**src/hdl/ddhb_pkg.sv**
```systemverilog
// ----------------------------------------------------------------------------
// ddhb_pkg: shared definitions for the differential-drive H-bridge command block
// Command codes, register indexes, fixed-point constants and reset values.
// ----------------------------------------------------------------------------
`default_nettype none

package ddhb_pkg;

   // Command codes carried in the request.
   localparam logic [3:0] CMD_COAST      = 4'd0;
   localparam logic [3:0] CMD_BRAKE      = 4'd1;
   localparam logic [3:0] CMD_WHEEL      = 4'd2;
   localparam logic [3:0] CMD_FORWARD    = 4'd3;
   localparam logic [3:0] CMD_BACKWARD   = 4'd4;
   localparam logic [3:0] CMD_TURN_LEFT  = 4'd5;
   localparam logic [3:0] CMD_TURN_RIGHT = 4'd6;
   localparam logic [3:0] CMD_SPIN_LEFT  = 4'd7;
   localparam logic [3:0] CMD_SPIN_RIGHT = 4'd8;
   localparam logic [3:0] CMD_HEADING    = 4'd9;

   // Register indexes (word address bits).
   localparam logic [1:0] REG_HEADING_GAIN = 2'd0;
   localparam logic [1:0] REG_LEFT_MIN     = 2'd1;
   localparam logic [1:0] REG_RIGHT_MIN    = 2'd2;

   localparam int CSR_ADDR_WIDTH = 4;

   // Register reset values.
   localparam logic [15:0] GAIN_RESET     = 16'd256;
   localparam logic [6:0]  MIN_SPEED_RESET = 7'd3;

   // Percent limit.
   localparam logic [6:0] PCT_MAX = 7'd100;

   // Shared multiplier operand widths. A percent times the largest period
   // stays below 2**23, and floor(x / 100) == (x * RECIP_100) >> 30 is exact
   // over that whole range.
   localparam int MUL_A_WIDTH = 24;
   localparam int MUL_B_WIDTH = 23;
   localparam int PROD_WIDTH  = MUL_A_WIDTH + MUL_B_WIDTH;
   localparam logic [MUL_A_WIDTH-1:0] RECIP_100 = 24'd10737419;
   localparam int RECIP_SHIFT = 30;

   // Yaw is in 1/128 degree.
   localparam logic signed [16:0] HALF_TURN = 17'sd23040;
   localparam logic signed [16:0] FULL_TURN = 17'sd46080;

   // Duty fields are 10 bits wide.
   localparam int DUTY_WIDTH = 10;

endpackage

`default_nettype wire

```
**src/hdl/ddhb_if.sv**
```systemverilog
// ----------------------------------------------------------------------------
// ddhb_if: request and result channels of the H-bridge command block
// Valid/ready channels carrying a drive command and the four compare values.
// ----------------------------------------------------------------------------
`default_nettype none

interface ddhb_req_if;
   logic               valid;
   logic               ready;
   logic [3:0]         command;
   logic [7:0]         base_speed;
   logic [7:0]         turn_ratio;
   logic signed [10:0] left_signed_speed;
   logic signed [10:0] right_signed_speed;
   logic signed [15:0] heading;
   logic               heading_valid;

   modport source (
      output valid, command, base_speed, turn_ratio, left_signed_speed,
             right_signed_speed, heading, heading_valid,
      input  ready
   );
   modport sink (
      input  valid, command, base_speed, turn_ratio, left_signed_speed,
             right_signed_speed, heading, heading_valid,
      output ready
   );
endinterface

interface ddhb_rsp_if;
   logic                            valid;
   logic                            ready;
   logic [ddhb_pkg::DUTY_WIDTH-1:0] right_in1_duty;
   logic [ddhb_pkg::DUTY_WIDTH-1:0] right_in2_duty;
   logic [ddhb_pkg::DUTY_WIDTH-1:0] left_in1_duty;
   logic [ddhb_pkg::DUTY_WIDTH-1:0] left_in2_duty;

   modport source (
      output valid, right_in1_duty, right_in2_duty, left_in1_duty, left_in2_duty,
      input  ready
   );
   modport sink (
      input  valid, right_in1_duty, right_in2_duty, left_in1_duty, left_in2_duty,
      output ready
   );
endinterface

`default_nettype wire

```
**src/hdl/diff_drive_hbridge_pwm_command.sv**
```systemverilog
// ----------------------------------------------------------------------------
// diff_drive_hbridge_pwm_command: drive command to H-bridge compare values
// Turns one drive request into IN1/IN2 compare values for both wheels.
// ----------------------------------------------------------------------------
// A request is taken when the block is idle and runs through a nine-step
// sequencer around one shared 24 x 23 bit multiplier (turn scaling, heading
// correction, then percent-to-duty for each wheel; the turn scaling and each
// percent-to-duty step are followed by an exact reciprocal divide by 100), so
// a request that produces a result reaches the result register before the
// block returns to idle and can take the next request. The result register
// lets the block finish its last step only once the previous result has been
// taken. Unknown commands and heading hold with an invalid yaw are absorbed in
// the accept cycle with no result. Heading hold latches the first valid yaw as
// its reference; the gain and wheel floors are APB registers at byte offsets
// 0, 4 and 8.
`default_nettype none

module diff_drive_hbridge_pwm_command #(
   parameter int PERIOD_COUNTS = 1000
) (
   input  wire                                   clock,
   input  wire                                   reset,
   ddhb_req_if.sink                              req_bus,
   ddhb_rsp_if.source                            rsp_bus,
   input  wire                                   psel,
   input  wire                                   penable,
   input  wire                                   pwrite,
   input  wire  [ddhb_pkg::CSR_ADDR_WIDTH-1:0]   paddr,
   input  wire  [31:0]                           pwdata,
   output logic [31:0]                           prdata,
   output logic                                  pready
);

   localparam logic [15:0] PERIOD_VAL = 16'(PERIOD_COUNTS);

   typedef enum logic [9:0] {
      ST_IDLE        = 10'b0000000001,
      ST_ERROR       = 10'b0000000010,
      ST_INNER_DIV   = 10'b0000000100,
      ST_HEAD_MUL    = 10'b0000001000,
      ST_SELECT      = 10'b0000010000,
      ST_LEFT_SCALE  = 10'b0000100000,
      ST_LEFT_DIV    = 10'b0001000000,
      ST_RIGHT_SCALE = 10'b0010000000,
      ST_RIGHT_DIV   = 10'b0100000000,
      ST_OUTPUT      = 10'b1000000000
   } state_type;

   state_type state_ff, state_in;

   // Configuration registers.
   logic [15:0] gain_ff, gain_in;
   logic [6:0]  left_min_ff, left_min_in;
   logic [6:0]  right_min_ff, right_min_in;

   // Heading reference.
   logic [15:0] ref_heading_ff, ref_heading_in;
   logic        ref_latched_ff, ref_latched_in;

   // Captured request.
   logic [3:0]         cmd_ff, cmd_in;
   logic [6:0]         speed_ff, speed_in;
   logic [6:0]         ratio_ff, ratio_in;
   logic signed [10:0] left_ss_ff, left_ss_in;
   logic signed [10:0] right_ss_ff, right_ss_in;
   logic signed [15:0] yaw_ff, yaw_in;

   // Working registers.
   logic [14:0] err_mag_ff, err_mag_in;
   logic        err_neg_ff, err_neg_in;
   logic [6:0]  inner_ff, inner_in;
   logic [6:0]  left_pct_ff, left_pct_in;
   logic [6:0]  right_pct_ff, right_pct_in;
   logic        left_fwd_ff, left_fwd_in;
   logic        right_fwd_ff, right_fwd_in;
   logic        brake_ff, brake_in;
   logic [ddhb_pkg::DUTY_WIDTH-1:0] left_duty_ff, left_duty_in;
   logic [ddhb_pkg::PROD_WIDTH-1:0] prod_ff, prod_in;

   // Result register.
   logic                            rsp_valid_ff, rsp_valid_in;
   logic [ddhb_pkg::DUTY_WIDTH-1:0] r_in1_ff, r_in1_in;
   logic [ddhb_pkg::DUTY_WIDTH-1:0] r_in2_ff, r_in2_in;
   logic [ddhb_pkg::DUTY_WIDTH-1:0] l_in1_ff, l_in1_in;
   logic [ddhb_pkg::DUTY_WIDTH-1:0] l_in2_ff, l_in2_in;

   // Shared multiplier.
   logic [ddhb_pkg::MUL_A_WIDTH-1:0] mul_a;
   logic [ddhb_pkg::MUL_B_WIDTH-1:0] mul_b;

   logic        accept;
   logic        cmd_known;
   logic        csr_write;
   logic        finish;

   // Heading error and wheel selection terms.
   logic signed [16:0] err_raw;
   logic signed [16:0] err_wrap;
   logic [15:0]        corr_mag;
   logic signed [17:0] speed_ext;
   logic signed [17:0] corr_ext;
   logic signed [17:0] left_raw;
   logic signed [17:0] right_raw;
   logic signed [17:0] left_floor;
   logic signed [17:0] right_floor;
   logic signed [17:0] left_lim;
   logic signed [17:0] right_lim;
   logic [6:0]         left_hold;
   logic [6:0]         right_hold;
   logic [11:0]        left_ss_ext;
   logic [11:0]        right_ss_ext;
   logic [11:0]        left_ss_mag;
   logic [11:0]        right_ss_mag;
   logic [6:0]         left_ss_pct;
   logic [6:0]         right_ss_pct;
   logic [ddhb_pkg::DUTY_WIDTH-1:0] right_duty;

   assign pready    = 1'b1;
   assign csr_write = psel & penable & pwrite & pready;

   assign req_bus.ready = (state_ff == ST_IDLE);
   assign accept        = req_bus.valid & req_bus.ready;
   assign cmd_known     = (req_bus.command <= ddhb_pkg::CMD_HEADING);
   assign finish        = (state_ff == ST_OUTPUT) & (~rsp_valid_ff | rsp_bus.ready);

   assign rsp_bus.valid          = rsp_valid_ff;
   assign rsp_bus.right_in1_duty = r_in1_ff;
   assign rsp_bus.right_in2_duty = r_in2_ff;
   assign rsp_bus.left_in1_duty  = l_in1_ff;
   assign rsp_bus.left_in2_duty  = l_in2_ff;

   // Register read-back.
   always_comb begin
      case (paddr[3:2])
         ddhb_pkg::REG_HEADING_GAIN: prdata = {16'd0, gain_ff};
         ddhb_pkg::REG_LEFT_MIN:     prdata = {25'd0, left_min_ff};
         ddhb_pkg::REG_RIGHT_MIN:    prdata = {25'd0, right_min_ff};
         default:                    prdata = 32'd0;
      endcase
   end

   // Heading error, wrapped once into plus or minus half a turn.
   always_comb begin
      err_raw = {yaw_ff[15], yaw_ff} - {ref_heading_ff[15], ref_heading_ff};
      if (err_raw > ddhb_pkg::HALF_TURN) begin
         err_wrap = err_raw - ddhb_pkg::FULL_TURN;
      end else if (err_raw < -ddhb_pkg::HALF_TURN) begin
         err_wrap = err_raw + ddhb_pkg::FULL_TURN;
      end else begin
         err_wrap = err_raw;
      end
   end

   // Heading-hold wheel percents from the registered correction magnitude.
   always_comb begin
      corr_mag    = prod_ff[30:15];
      speed_ext   = {11'd0, speed_ff};
      corr_ext    = {2'd0, corr_mag};
      left_raw    = err_neg_ff ? (speed_ext + corr_ext) : (speed_ext - corr_ext);
      right_raw   = err_neg_ff ? (speed_ext - corr_ext) : (speed_ext + corr_ext);
      left_floor  = {11'd0, left_min_ff};
      right_floor = {11'd0, right_min_ff};
      left_lim    = (left_raw < left_floor) ? left_floor : left_raw;
      right_lim   = (right_raw < right_floor) ? right_floor : right_raw;
      left_hold   = (left_lim > 18'sd100) ? ddhb_pkg::PCT_MAX : left_lim[6:0];
      right_hold  = (right_lim > 18'sd100) ? ddhb_pkg::PCT_MAX : right_lim[6:0];
   end

   // Per-wheel signed speeds: magnitude clamped to 100.
   always_comb begin
      left_ss_ext  = {left_ss_ff[10], left_ss_ff};
      right_ss_ext = {right_ss_ff[10], right_ss_ff};
      left_ss_mag  = left_ss_ff[10] ? (~left_ss_ext + 12'd1) : left_ss_ext;
      right_ss_mag = right_ss_ff[10] ? (~right_ss_ext + 12'd1) : right_ss_ext;
      left_ss_pct  = (left_ss_mag > 12'd100) ? ddhb_pkg::PCT_MAX : left_ss_mag[6:0];
      right_ss_pct = (right_ss_mag > 12'd100) ? ddhb_pkg::PCT_MAX : right_ss_mag[6:0];
   end

   assign right_duty = prod_ff[ddhb_pkg::RECIP_SHIFT +: ddhb_pkg::DUTY_WIDTH];

   always_comb begin
      state_in       = state_ff;
      gain_in        = gain_ff;
      left_min_in    = left_min_ff;
      right_min_in   = right_min_ff;
      ref_heading_in = ref_heading_ff;
      ref_latched_in = ref_latched_ff;
      cmd_in         = cmd_ff;
      speed_in       = speed_ff;
      ratio_in       = ratio_ff;
      left_ss_in     = left_ss_ff;
      right_ss_in    = right_ss_ff;
      yaw_in         = yaw_ff;
      err_mag_in     = err_mag_ff;
      err_neg_in     = err_neg_ff;
      inner_in       = inner_ff;
      left_pct_in    = left_pct_ff;
      right_pct_in   = right_pct_ff;
      left_fwd_in    = left_fwd_ff;
      right_fwd_in   = right_fwd_ff;
      brake_in       = brake_ff;
      left_duty_in   = left_duty_ff;
      rsp_valid_in   = rsp_valid_ff & ~rsp_bus.ready;
      r_in1_in       = r_in1_ff;
      r_in2_in       = r_in2_ff;
      l_in1_in       = l_in1_ff;
      l_in2_in       = l_in2_ff;
      mul_a          = '0;
      mul_b          = '0;

      if (csr_write) begin
         case (paddr[3:2])
            ddhb_pkg::REG_HEADING_GAIN: gain_in      = pwdata[15:0];
            ddhb_pkg::REG_LEFT_MIN:     left_min_in  = pwdata[6:0];
            ddhb_pkg::REG_RIGHT_MIN:    right_min_in = pwdata[6:0];
            default: begin
            end
         endcase
      end

      case (state_ff)
         ST_IDLE: begin
            cmd_in      = req_bus.command;
            speed_in    = (req_bus.base_speed > 8'd100) ? ddhb_pkg::PCT_MAX
                                                        : req_bus.base_speed[6:0];
            ratio_in    = (req_bus.turn_ratio > 8'd100) ? ddhb_pkg::PCT_MAX
                                                        : req_bus.turn_ratio[6:0];
            left_ss_in  = req_bus.left_signed_speed;
            right_ss_in = req_bus.right_signed_speed;
            yaw_in      = req_bus.heading;
            // Requests that produce no result are absorbed here.
            if (accept && cmd_known &&
                (req_bus.command != ddhb_pkg::CMD_HEADING || req_bus.heading_valid)) begin
               state_in = ST_ERROR;
               if (req_bus.command == ddhb_pkg::CMD_HEADING && !ref_latched_ff) begin
                  ref_heading_in = req_bus.heading;
                  ref_latched_in = 1'b1;
               end
            end
         end
         ST_ERROR: begin
            err_neg_in = err_wrap[16];
            err_mag_in = err_wrap[16] ? 15'(-err_wrap) : err_wrap[14:0];
            mul_a      = {17'd0, speed_ff};
            mul_b      = {16'd0, ratio_ff};
            state_in   = ST_INNER_DIV;
         end
         ST_INNER_DIV: begin
            mul_a    = ddhb_pkg::RECIP_100;
            mul_b    = {9'd0, prod_ff[13:0]};
            state_in = ST_HEAD_MUL;
         end
         ST_HEAD_MUL: begin
            inner_in = speed_ff - prod_ff[ddhb_pkg::RECIP_SHIFT +: 7];
            mul_a    = {8'd0, gain_ff};
            mul_b    = {8'd0, err_mag_ff};
            state_in = ST_SELECT;
         end
         ST_SELECT: begin
            left_pct_in  = speed_ff;
            right_pct_in = speed_ff;
            left_fwd_in  = 1'b1;
            right_fwd_in = 1'b1;
            brake_in     = 1'b0;
            case (cmd_ff)
               ddhb_pkg::CMD_COAST: begin
                  left_pct_in  = 7'd0;
                  right_pct_in = 7'd0;
               end
               ddhb_pkg::CMD_BRAKE: begin
                  left_pct_in  = ddhb_pkg::PCT_MAX;
                  right_pct_in = ddhb_pkg::PCT_MAX;
                  brake_in     = 1'b1;
               end
               ddhb_pkg::CMD_WHEEL: begin
                  left_pct_in  = left_ss_pct;
                  right_pct_in = right_ss_pct;
                  left_fwd_in  = ~left_ss_ff[10];
                  right_fwd_in = ~right_ss_ff[10];
               end
               ddhb_pkg::CMD_BACKWARD: begin
                  left_fwd_in  = 1'b0;
                  right_fwd_in = 1'b0;
               end
               ddhb_pkg::CMD_TURN_LEFT:  left_pct_in  = inner_ff;
               ddhb_pkg::CMD_TURN_RIGHT: right_pct_in = inner_ff;
               ddhb_pkg::CMD_SPIN_LEFT:  left_fwd_in  = 1'b0;
               ddhb_pkg::CMD_SPIN_RIGHT: right_fwd_in = 1'b0;
               ddhb_pkg::CMD_HEADING: begin
                  left_pct_in  = left_hold;
                  right_pct_in = right_hold;
               end
               default: begin
               end
            endcase
            state_in = ST_LEFT_SCALE;
         end
         ST_LEFT_SCALE: begin
            mul_a    = {17'd0, left_pct_ff};
            mul_b    = {7'd0, PERIOD_VAL};
            state_in = ST_LEFT_DIV;
         end
         ST_LEFT_DIV: begin
            mul_a    = ddhb_pkg::RECIP_100;
            mul_b    = prod_ff[ddhb_pkg::MUL_B_WIDTH-1:0];
            state_in = ST_RIGHT_SCALE;
         end
         ST_RIGHT_SCALE: begin
            left_duty_in = prod_ff[ddhb_pkg::RECIP_SHIFT +: ddhb_pkg::DUTY_WIDTH];
            mul_a        = {17'd0, right_pct_ff};
            mul_b        = {7'd0, PERIOD_VAL};
            state_in     = ST_RIGHT_DIV;
         end
         ST_RIGHT_DIV: begin
            mul_a    = ddhb_pkg::RECIP_100;
            mul_b    = prod_ff[ddhb_pkg::MUL_B_WIDTH-1:0];
            state_in = ST_OUTPUT;
         end
         ST_OUTPUT: begin
            if (finish) begin
               rsp_valid_in = 1'b1;
               if (brake_ff) begin
                  r_in1_in = right_duty;
                  r_in2_in = right_duty;
                  l_in1_in = left_duty_ff;
                  l_in2_in = left_duty_ff;
               end else begin
                  r_in1_in = right_fwd_ff ? right_duty : '0;
                  r_in2_in = right_fwd_ff ? '0 : right_duty;
                  l_in1_in = left_fwd_ff ? left_duty_ff : '0;
                  l_in2_in = left_fwd_ff ? '0 : left_duty_ff;
               end
               state_in = ST_IDLE;
            end
         end
         default: state_in = ST_IDLE;
      endcase
   end

   // The product register holds its value while the result waits.
   assign prod_in = (state_ff == ST_OUTPUT) ? prod_ff : (mul_a * mul_b);

   always_ff @(posedge clock) begin
      if (reset) begin
         state_ff       <= ST_IDLE;
         gain_ff        <= ddhb_pkg::GAIN_RESET;
         left_min_ff    <= ddhb_pkg::MIN_SPEED_RESET;
         right_min_ff   <= ddhb_pkg::MIN_SPEED_RESET;
         ref_heading_ff <= '0;
         ref_latched_ff <= 1'b0;
         rsp_valid_ff   <= 1'b0;
      end else begin
         state_ff       <= state_in;
         gain_ff        <= gain_in;
         left_min_ff    <= left_min_in;
         right_min_ff   <= right_min_in;
         ref_heading_ff <= ref_heading_in;
         ref_latched_ff <= ref_latched_in;
         rsp_valid_ff   <= rsp_valid_in;
      end
   end

   always_ff @(posedge clock) begin
      cmd_ff       <= cmd_in;
      speed_ff     <= speed_in;
      ratio_ff     <= ratio_in;
      left_ss_ff   <= left_ss_in;
      right_ss_ff  <= right_ss_in;
      yaw_ff       <= yaw_in;
      err_mag_ff   <= err_mag_in;
      err_neg_ff   <= err_neg_in;
      inner_ff     <= inner_in;
      left_pct_ff  <= left_pct_in;
      right_pct_ff <= right_pct_in;
      left_fwd_ff  <= left_fwd_in;
      right_fwd_ff <= right_fwd_in;
      brake_ff     <= brake_in;
      left_duty_ff <= left_duty_in;
      prod_ff      <= prod_in;
      r_in1_ff     <= r_in1_in;
      r_in2_ff     <= r_in2_in;
      l_in1_ff     <= l_in1_in;
      l_in2_ff     <= l_in2_in;
   end

endmodule

`default_nettype wire
```
**src/flat_wrapper.sv**
```systemverilog
// flat-port wrapper written by rule: the top's interface ports become plain ports
module diff_drive_hbridge_pwm_command_flat 
#(
   parameter int PERIOD_COUNTS = 1000
)
  (clock, reset, psel, penable, pwrite, paddr, pwdata, prdata, pready, req_bus_valid, req_bus_command, req_bus_base_speed, req_bus_turn_ratio, req_bus_left_signed_speed, req_bus_right_signed_speed, req_bus_heading, req_bus_heading_valid, req_bus_ready, rsp_bus_valid, rsp_bus_right_in1_duty, rsp_bus_right_in2_duty, rsp_bus_left_in1_duty, rsp_bus_left_in2_duty, rsp_bus_ready);
  ddhb_req_if req_bus_i ();
  ddhb_rsp_if rsp_bus_i ();
  input  wire clock;
  input  wire reset;
  input  wire psel;
  input  wire penable;
  input  wire pwrite;
  input  wire  [ddhb_pkg::CSR_ADDR_WIDTH-1:0] paddr;
  input  wire  [31:0] pwdata;
  output logic [31:0] prdata;
  output logic pready;
  input wire logic [$bits(req_bus_i.valid)-1:0] req_bus_valid;
  input wire logic [$bits(req_bus_i.command)-1:0] req_bus_command;
  input wire logic [$bits(req_bus_i.base_speed)-1:0] req_bus_base_speed;
  input wire logic [$bits(req_bus_i.turn_ratio)-1:0] req_bus_turn_ratio;
  input wire logic [$bits(req_bus_i.left_signed_speed)-1:0] req_bus_left_signed_speed;
  input wire logic [$bits(req_bus_i.right_signed_speed)-1:0] req_bus_right_signed_speed;
  input wire logic [$bits(req_bus_i.heading)-1:0] req_bus_heading;
  input wire logic [$bits(req_bus_i.heading_valid)-1:0] req_bus_heading_valid;
  output wire logic [$bits(req_bus_i.ready)-1:0] req_bus_ready;
  output wire logic [$bits(rsp_bus_i.valid)-1:0] rsp_bus_valid;
  output wire logic [$bits(rsp_bus_i.right_in1_duty)-1:0] rsp_bus_right_in1_duty;
  output wire logic [$bits(rsp_bus_i.right_in2_duty)-1:0] rsp_bus_right_in2_duty;
  output wire logic [$bits(rsp_bus_i.left_in1_duty)-1:0] rsp_bus_left_in1_duty;
  output wire logic [$bits(rsp_bus_i.left_in2_duty)-1:0] rsp_bus_left_in2_duty;
  input wire logic [$bits(rsp_bus_i.ready)-1:0] rsp_bus_ready;
  assign req_bus_i.valid = req_bus_valid;
  assign req_bus_i.command = req_bus_command;
  assign req_bus_i.base_speed = req_bus_base_speed;
  assign req_bus_i.turn_ratio = req_bus_turn_ratio;
  assign req_bus_i.left_signed_speed = req_bus_left_signed_speed;
  assign req_bus_i.right_signed_speed = req_bus_right_signed_speed;
  assign req_bus_i.heading = req_bus_heading;
  assign req_bus_i.heading_valid = req_bus_heading_valid;
  assign req_bus_ready = req_bus_i.ready;
  assign rsp_bus_valid = rsp_bus_i.valid;
  assign rsp_bus_right_in1_duty = rsp_bus_i.right_in1_duty;
  assign rsp_bus_right_in2_duty = rsp_bus_i.right_in2_duty;
  assign rsp_bus_left_in1_duty = rsp_bus_i.left_in1_duty;
  assign rsp_bus_left_in2_duty = rsp_bus_i.left_in2_duty;
  assign rsp_bus_i.ready = rsp_bus_ready;
  diff_drive_hbridge_pwm_command #(.PERIOD_COUNTS(PERIOD_COUNTS)) u_core (.clock(clock), .reset(reset), .req_bus(req_bus_i), .rsp_bus(rsp_bus_i), .psel(psel), .penable(penable), .pwrite(pwrite), .paddr(paddr), .pwdata(pwdata), .prdata(prdata), .pready(pready));
endmodule
```
**config.mk**
```make
export PLATFORM = sky130hd
export DESIGN_NAME = diff_drive_hbridge_pwm_command_flat
export DESIGN_NICKNAME = d
export VERILOG_FILES = /design/src/hdl/ddhb_pkg.sv /design/src/hdl/ddhb_if.sv /design/src/hdl/diff_drive_hbridge_pwm_command.sv /design/src/flat_wrapper.sv
export SDC_FILE = /design/constraint.sdc
export NUM_CORES = 2
export LEC_CHECK = 0
export ABC_AREA = 1
export BUFFER_PORTS_ARGS = -buffer_cell sky130_fd_sc_hd__buf_2
export CAP_MARGIN = 40
export CORE_ASPECT_RATIO = 0.7
export CORE_UTILIZATION = 50
export DETAILED_ROUTE_END_ITERATION = 6
export GPL_TIMING_DRIVEN = 1
export HOLD_SLACK_MARGIN = 0.06
export PLACE_DENSITY = 0.7
export SYNTH_ARGS = -nofsm -noshare
export SYNTH_HDL_FRONTEND = slang
export SYNTH_SLANG_ARGS = --single-unit
```
**constraint.sdc**
```tcl
create_clock -name clock -period 8.7 [get_ports clock]
set_input_delay 0.435 -clock clock [delete_from_list [all_inputs] [get_ports clock]]
set_output_delay 0.435 -clock clock [all_outputs]
set_load 0.05 [all_outputs]
```
==> Yosys cells after proc, flatten, opt, wreduce, memory -nomap -nowiden <==
Cells that the tools add are included.
{ "op_classes": {"n_lt_le_gt_ge": 11, "div_mod_pow": 0, "eq_ne": 24, "n_mul": 1, "n_reduce_logical": 18, "mux": 34, "addsub": 9, "bitwise_logic": 12, "shift": 0} }
{ "ops": {"columns": ["op", "count"], "rows": [
  ["case mux 24 bit (5 select lines)", 1],
  ["case mux 23 bit (5 select lines)", 1],
  ["two-way mux 10 bit", 10],
  ["case mux 10 bit (10 select lines)", 1],
  ["two-way mux 18 bit", 4],
  ["case mux 7 bit (5 select lines)", 2],
  ["case mux 16 bit (3 select lines)", 1],
  ["multiplier 24 x 23 -> 40 bit", 1],
  ["greater-than comparator 18 x 8 -> 1 bit, second input constant", 2],
  ["less-than comparator 18 x 8 -> 1 bit", 2],
  ["two-way mux 17 bit", 2],
  ["two-way mux 7 bit", 4],
  ["adder 12 x 1 -> 12 bit, second input constant", 2],
  ["greater-than comparator 12 x 7 -> 1 bit, second input constant", 2],
  ["two-way mux 12 bit", 2],
  ["NOT 12 bit", 2],
  ["adder 17 bit, second input constant", 1],
  ["adder 7 x 16 -> 17 bit", 1],
  ["greater-than comparator 17 x 16 -> 1 bit, second input constant", 1],
  ["less-than comparator 17 x 16 -> 1 bit, second input constant", 1],
  ["subtractor 16 x 16 -> 17 bit", 1],
  ["subtractor 17 bit, second input constant", 1],
  ["subtractor 7 x 16 -> 17 bit", 1],
  ["== test 4 x 3 -> 1 bit, second input constant", 4],
  ["other kinds (37)", 59]
]} }
{ "totals": {"latch_bits": 0, "input_bits": 102, "mem_bits_ro": 0, "mem_bits_rw": 0, "n_memories": 0, "output_inout_bits": 75, "regBits": 244, "word_cells": 136} }

==> Depth between registers and ports, before layout <==
{ "depth": {"word_depth": 7, "mapped_depth": 46, "ltp_nobuf": 44} }

==> Least setup slack after synthesis <==
No wires, ideal clock.
{ "synth_path": {"path_kind": "register to register", "startpoint": "register u_core.state_ff[4]", "endpoint": "register u_core.state_ff[0]", "arrival_ps": 8167, "setup_time_ps": 429, "period_less_slack_ps": 8596, "required_ps": 8271, "path_slack_ps": 104, "stages_incl_launch_ff": 7, "path_cell_list": "dfxtp_1 nor2_1 inv_1 nor2_4 inv_2 nor4_1 o41ai_1"} }
{ "synth_between": {"elab_chain_cells": 6} }
{ "synth_rtl": {"columns": ["element", "line", "rtl"], "rows": [
  ["start: declaration", "diff_drive_hbridge_pwm_command.sv:49", "state_type state_ff, state_in;"],
  ["start signal: assignment", "diff_drive_hbridge_pwm_command.sv:353", "state_ff <= state_in;"],
  ["== test 10 x 1 -> 1 bit *", "diff_drive_hbridge_pwm_command.sv:121", "assign req_bus.ready = (state_ff == ST_IDLE);"],
  ["named net req_bus_ready", "flat_wrapper.sv:26", "output wire logic [$bits(req_bus_i.ready)-1:0] req_bus_ready;"],
  ["AND 1 bit", "diff_drive_hbridge_pwm_command.sv:122", "assign accept = req_bus.valid & req_bus.ready;"],
  ["logical AND 1 bit (2 in a row)", "diff_drive_hbridge_pwm_command.sv:232", "if (accept && cmd_known &&"],
  ["!= test 2 bit (no source line)", null, null],
  ["AND reduction 2 bit (no source line)", null, null]
]} }
The timed path passes the listed nets; every way through them passes the cells marked *.
A chain may end at the register's enable or synchronous reset.

==> Final worst setup path <==
{ "layout_path": {"startpoint": "register u_core.state_ff[9]", "endpoint": "register u_core.prod_ff[36] (netlist name), data pin"} }
{ "layout_between": {"elab_chain_cells": 4} }
{ "layout_rtl": {"columns": ["element", "line", "rtl"], "rows": [
  ["== test 10 x 3 -> 1 bit, or another cell as far along", "diff_drive_hbridge_pwm_command.sv:221", "case (state_ff)"],
  ["OR reduction 3 bit (no source line) / OR reduction 2 bit (equally long branches)", null, null],
  ["case mux 24 bit (5 select lines) / case mux 23 bit (5 select lines) (equally long branches)", "diff_drive_hbridge_pwm_command.sv:221", null],
  ["multiplier 24 x 23 -> 40 bit *", "diff_drive_hbridge_pwm_command.sv:341", "assign prod_in = (state_ff == ST_OUTPUT) ? prod_ff : (mul_a * mul_b);"],
  ["end signal: assignment", "diff_drive_hbridge_pwm_command.sv:379", "prod_ff <= prod_in;"],
  ["end: declaration", "diff_drive_hbridge_pwm_command.sv:78", "logic [ddhb_pkg::PROD_WIDTH-1:0] prod_ff, prod_in;"]
]} }
Mark *: on every way between the ends. The rest lies on a longest branch, timed or not.

==> flow_results.xml <==
<?xml version="1.0" encoding="UTF-8"?>
<metrics>
  <group name="placed_design">
    <metric name="placed_area" unit="mm²">0.0307</metric>
    <metric name="hpwlAfterDp" unit="µm">65700</metric>
    <metric name="gpl.final_weighted_congestion" unit="">0.964</metric>
    <metric name="portBuffers" unit="">141</metric>
    <metric name="dp_worst_setup_slack" unit="ns">0.00676</metric>
  </group>
  <group name="logic_synthesis">
    <metric name="synthXorXnorAreaFrac" unit="%">3.15</metric>
    <metric name="synth-seq-cells" unit="">244</metric>
    <metric name="dominant_combinational_cell_family_by_area_after_synthesis" unit="">adder cells</metric>
    <metric name="syn-mean-instance-area" unit="µm²">8.39</metric>
    <metric name="muxShareOfSynthArea" unit="%">0</metric>
    <metric name="synth-compound-area-share" unit="%">7.15</metric>
    <metric name="synthesis.instances" unit="">3348</metric>
    <metric name="ys_seq_area_share" unit="%">24.0</metric>
    <metric name="syn_area" unit="mm²">0.0281</metric>
    <metric name="yosys.area_share.simple" unit="%">16.8</metric>
    <metric name="yosys_warnings" unit="">0</metric>
    <metric name="synthArstFlopShare" unit="%">0</metric>
    <metric name="synth_edf_count" unit="">186</metric>
    <metric name="synth_adder_area_share" unit="%">36.0</metric>
    <metric name="number_of_different_library_cells_in_the_post_synthesis_netlist" unit="">60</metric>
    <metric name="ys_dominant_reg_cell" unit="">sky130_fd_sc_hd__edfxtp_1</metric>
  </group>
  <group name="clock_tree">
    <metric name="cts.sinks" unit="">244</metric>
    <metric name="tritoncts" unit="">done</metric>
    <metric name="cts.clk_slew.worst_paths" unit="ns">0.07</metric>
    <metric name="cts-htree-levels" unit="">1</metric>
    <metric name="cts.root.buffer_cell" unit="">sky130_fd_sc_hd__clkbuf_16</metric>
    <metric name="worstSkewPairLatency" unit="ns">0.56</metric>
    <metric name="numCtsBuffers" unit="">23</metric>
    <metric name="clockBufferDepth" unit="">3</metric>
  </group>
  <group name="critical_path">
    <metric name="rr_endpoint" unit="">u_core.prod_ff[36]</metric>
    <metric name="r2r_cells" unit="">33</metric>
    <metric name="critical-path-slowest-cell" unit="">sky130_fd_sc_hd__fa_1</metric>
    <metric name="required" unit="ns">9.00</metric>
    <metric name="worstReg2RegStart" unit="">u_core.state_ff[9]</metric>
    <metric name="worstPathArrival" unit="ns">8.60</metric>
    <metric name="end_kind" unit="">flop</metric>
    <metric name="timing_worst_setup_path_type" unit="">flop to flop</metric>
    <metric name="regToRegSetupSlack" unit="ns">0.40</metric>
    <metric name="crit_path_start" unit="">u_core.state_ff[9]</metric>
    <metric name="timing.critical_path.slowest_cell_delay" unit="ns">0.57</metric>
    <metric name="worst_setup_path_start_kind" unit="">flop</metric>
    <metric name="timing.critical_path.mode_cell" unit="">sky130_fd_sc_hd__fa_1</metric>
    <metric name="crit_fanout" unit="">14</metric>
  </group>
  <group name="floorplanning">
    <metric name="core_region_area" unit="mm²">0.0553</metric>
    <metric name="placement_rows" unit="">72</metric>
    <metric name="dieHeight" unit="µm">200</metric>
    <metric name="die_area" unit="mm²">0.0571</metric>
    <metric name="top_level_ports" unit="">177</metric>
    <metric name="dieWidth" unit="µm">285</metric>
    <metric name="starting_density_of_the_core" unit="%">50.8</metric>
  </group>
  <group name="pwr">
    <metric name="internal_power_component" unit="mW">2.93</metric>
    <metric name="power.density_cell_area" unit="mW/mm²">159</metric>
    <metric name="p_seq_share" unit="%">31.9</metric>
    <metric name="ir_worst_vdd" unit="mV">0.210</metric>
    <metric name="share_of_power_burned_in_the_clock_network" unit="%">21.2</metric>
    <metric name="total_switching_power" unit="mW">2.16</metric>
    <metric name="switching_share" unit="%">42.5</metric>
    <metric name="p_comb_share" unit="%">46.9</metric>
    <metric name="report.power.total" unit="mW">5.10</metric>
    <metric name="leakagePower" unit="nW">16.5</metric>
  </group>
  <group name="drt">
    <metric name="drt-total-wl" unit="µm">78400</metric>
    <metric name="detailedRoute.firstPassIterationCount" unit="">6</metric>
    <metric name="drc_errors" unit="">0</metric>
    <metric name="routed-via-count" unit="">22700</metric>
    <metric name="post_drt_via_cell_ratio" unit="">5.09</metric>
    <metric name="initialDrtViolationCount" unit="">2034</metric>
    <metric name="ant_nets" unit="">0</metric>
    <metric name="routedWlPerCell" unit="µm">17.6</metric>
  </group>
  <group name="sta">
    <metric name="pins_over_slew_limit" unit="">0</metric>
    <metric name="finalHoldViolations" unit="">0</metric>
    <metric name="min_period_over_period" unit="%">95.4</metric>
    <metric name="whs" unit="ns">0.0762</metric>
    <metric name="max_clock_freq" unit="MHz">120</metric>
    <metric name="worst-slew-pin-transition" unit="ns">0.880</metric>
    <metric name="finalCriticalPeriod" unit="ns">8.30</metric>
    <metric name="relSlewSlack" unit="%">41.1</metric>
    <metric name="setup-violations-final" unit="">0</metric>
    <metric name="post_route_setup_slack" unit="ns">0.396</metric>
    <metric name="timing.clock.skew" unit="ns">0.0260</metric>
  </group>
  <group name="worst_hold_path">
    <metric name="min_delay_worst_endpoint" unit="">u_core.right_ss_ff[1]</metric>
    <metric name="min_delay_path_class" unit="">primary input to flop</metric>
    <metric name="worstHoldStart" unit="">req_bus_right_signed_speed[1]</metric>
    <metric name="hold_path_depth" unit="">1</metric>
  </group>
  <group name="grt">
    <metric name="grt.overflow.total" unit="">0</metric>
    <metric name="largest_net_degree_at_the_start_of_global_routing" unit="">50</metric>
    <metric name="grt_pass1_vias" unit="">22200</metric>
    <metric name="global_route.usage.total" unit="%">28.0</metric>
    <metric name="grt_pass1_wl" unit="µm">124000</metric>
    <metric name="number_of_antenna_violations_at_the_first_check_in_global_routing" unit="">0</metric>
  </group>
  <group name="cells_and_area">
    <metric name="nFillCells" unit="">5050</metric>
    <metric name="area_occupied_by_multi_input_gates" unit="mm²">0.0181</metric>
    <metric name="layout_utilization" unit="%">57.9</metric>
    <metric name="nNetsFinal" unit="">4384</metric>
    <metric name="fin_area" unit="mm²">0.0321</metric>
    <metric name="sequential_cell_area" unit="mm²">0.00675</metric>
    <metric name="area_growth" unit="%">14.1</metric>
    <metric name="post_route_cells_drive_above_1_share" unit="%">11.4</metric>
    <metric name="antenna-diode-count" unit="">0</metric>
  </group>
  <group name="job">
    <metric name="maxCapViolCount" unit="">0</metric>
  </group>
  <group name="outcome">
    <metric name="run_status" unit="">finished clean</metric>
  </group>
</metrics>
## power groups by stage
stage	Clock (mW)	Combinational (mW)	Sequential (mW)
after floorplan	0	1.74	1.61
after global placement	0	2.30	1.64
after detailed placement	0	2.33	1.64
after CTS	1.09	2.36	1.62
after global routing	1.14	2.71	1.63
final	1.08	2.39	1.63
## synthesized netlist by cell type, types with 5 or more instances
master	instances	area (µm²)
sky130_fd_sc_hd__inv_1	826	3100
sky130_fd_sc_hd__nand2_1	591	2220
sky130_fd_sc_hd__fa_1	368	7370
sky130_fd_sc_hd__nor2_1	312	1170
sky130_fd_sc_hd__ha_1	219	2740
sky130_fd_sc_hd__edfxtp_1	186	5590
sky130_fd_sc_hd__a21oi_1	131	656
sky130_fd_sc_hd__o21ai_0	129	646
sky130_fd_sc_hd__nand3_1	102	510
sky130_fd_sc_hd__xor2_1	70	613
sky130_fd_sc_hd__dfxtp_1	58	1160
sky130_fd_sc_hd__clkbuf_1	32	120
sky130_fd_sc_hd__xnor2_1	31	272
sky130_fd_sc_hd__nand4_1	27	169
sky130_fd_sc_hd__nor3_1	25	125
sky130_fd_sc_hd__inv_2	21	78.8
sky130_fd_sc_hd__buf_2	20	100
sky130_fd_sc_hd__buf_4	19	143
sky130_fd_sc_hd__nand2_2	16	100
sky130_fd_sc_hd__clkinv_1	11	41.3
sky130_fd_sc_hd__a31oi_1	10	62.6
sky130_fd_sc_hd__o221ai_1	10	87.6
sky130_fd_sc_hd__a21o_1	8	60.1
sky130_fd_sc_hd__nand3b_1	8	60.1
sky130_fd_sc_hd__nor4_1	8	50.1
sky130_fd_sc_hd__o211ai_1	8	60.1
sky130_fd_sc_hd__or2_2	8	50.1
sky130_fd_sc_hd__a221oi_1	7	61.3
sky130_fd_sc_hd__nor2_2	7	43.8
sky130_fd_sc_hd__o21bai_1	6	45.0
sky130_fd_sc_hd__a211oi_1	5	37.5
sky130_fd_sc_hd__a21oi_2	5	43.8
sky130_fd_sc_hd__and2_1	5	31.3
sky130_fd_sc_hd__o21a_1	5	37.5
sky130_fd_sc_hd__o22ai_1	5	31.3
## through the flow
step	setup TNS [ns]	cells
finish	0	4452
detailed placement	0	4363
global route	-0.0425	4452
floorplan	0	3419
global placement	0	4361
CTS	0	4438
## worst max-delay path: cells and delay by family (launching register included)
kind,cells,cell delay [ns]
fa+ha+maj,8,3.78
buf+inv,14,1.95
compound gates,5,0.96
simple gates,5,0.81
flops,1,0.37
xor+xnor,1,0.13
## layout make-up
type	count	share of cell area (%)
multi-input combinational	2240	56.4
sequential	244	21.0
inverter	858	10.1
timing repair buffer	327	7.09
tap	740	2.89
clock buffer	27	1.91
clock inverter	15	0.550
timing repair inverter	1	0.0195
## kinds of logic (layout without fill, tap and decap cells)
group | count (synthesis) | count (layout)
XOR/XNOR | 101 | 101
AO/OA/AOI/OAI | 350 | 350
adder cells (fa/ha/maj) | 587 | 587
other | 2 | 73
flip-flops | 244 | 244
buffers and inverters | 935 | 1228
AND/OR/NAND/NOR | 1129 | 1129
## state kept, by name (all words and copies together) (netlist names), 11 cells and up
name	count
u_core.left_ss_ff	11
u_core.prod_ff	40
u_core.yaw_ff	16
u_core.gain_ff	16
u_core.ref_heading_ff	16
u_core.err_mag_ff	15
u_core.right_ss_ff	11
## metal layers
layer  vias to the layer above  track usage [%]  share of wire (%)
met3                        67             7.36                 10
met1                     11000             44.2                 48
met2                       788             38.6                 40
met5                         -                0                  0
li1                      10900                -                  -
met4                         0             4.56                1.5
## worst max path at each step
stage | depth (start not counted) | endpoint | slack (ns)
after detailed placement | 42 | u_core.prod_ff[28] | 0.007
after global placement | 39 | u_core.prod_ff[37] | 0.18
after floorplan | 6 | u_core.state_ff[0] | 0.10
after CTS | 39 | u_core.prod_ff[28] | 0.1
after global routing | 40 | u_core.prod_ff[37] | -0.04
final | 33 | u_core.prod_ff[36] | 0.40
## cell usage in the layout, fill, tap and decap left out, drive strengths merged, types with 5 or more instances in the layout
master | synthesis | layout
nand3b | 8 | 8
o21a | 5 | 5
a21oi | 136 | 136
nor4 | 9 | 9
a211oi | 5 | 5
clkbuf | 32 | 27
dfxtp | 58 | 58
and2 | 6 | 6
conb | 2 | 73
nor3 | 29 | 29
a21o | 8 | 8
dlygate4sd3 | 0 | 36
edfxtp | 186 | 186
o211ai | 8 | 8
or2 | 9 | 9
o22ai | 5 | 5
a31oi | 10 | 10
o21ai | 135 | 135
nand2 | 609 | 609
fa | 368 | 368
o221ai | 10 | 10
nor2 | 320 | 320
nand4 | 27 | 27
buf | 45 | 291
ha | 219 | 219
xnor2 | 31 | 31
o21bai | 6 | 6
nand3 | 106 | 106
xor2 | 70 | 70
a221oi | 9 | 9
clkinv | 11 | 19
inv | 847 | 850
## repair_timing
action	4_1_cts	5_1_grt
hold buffers	33	3
endpoints found under the setup margin	2	18
hold endpoints to repair	33	3
pin swaps	0	2
cloned	0	1
gates resized for setup	1	26
setup buffers	0	10
Note: power is estimated with default switching activity, not from simulation.
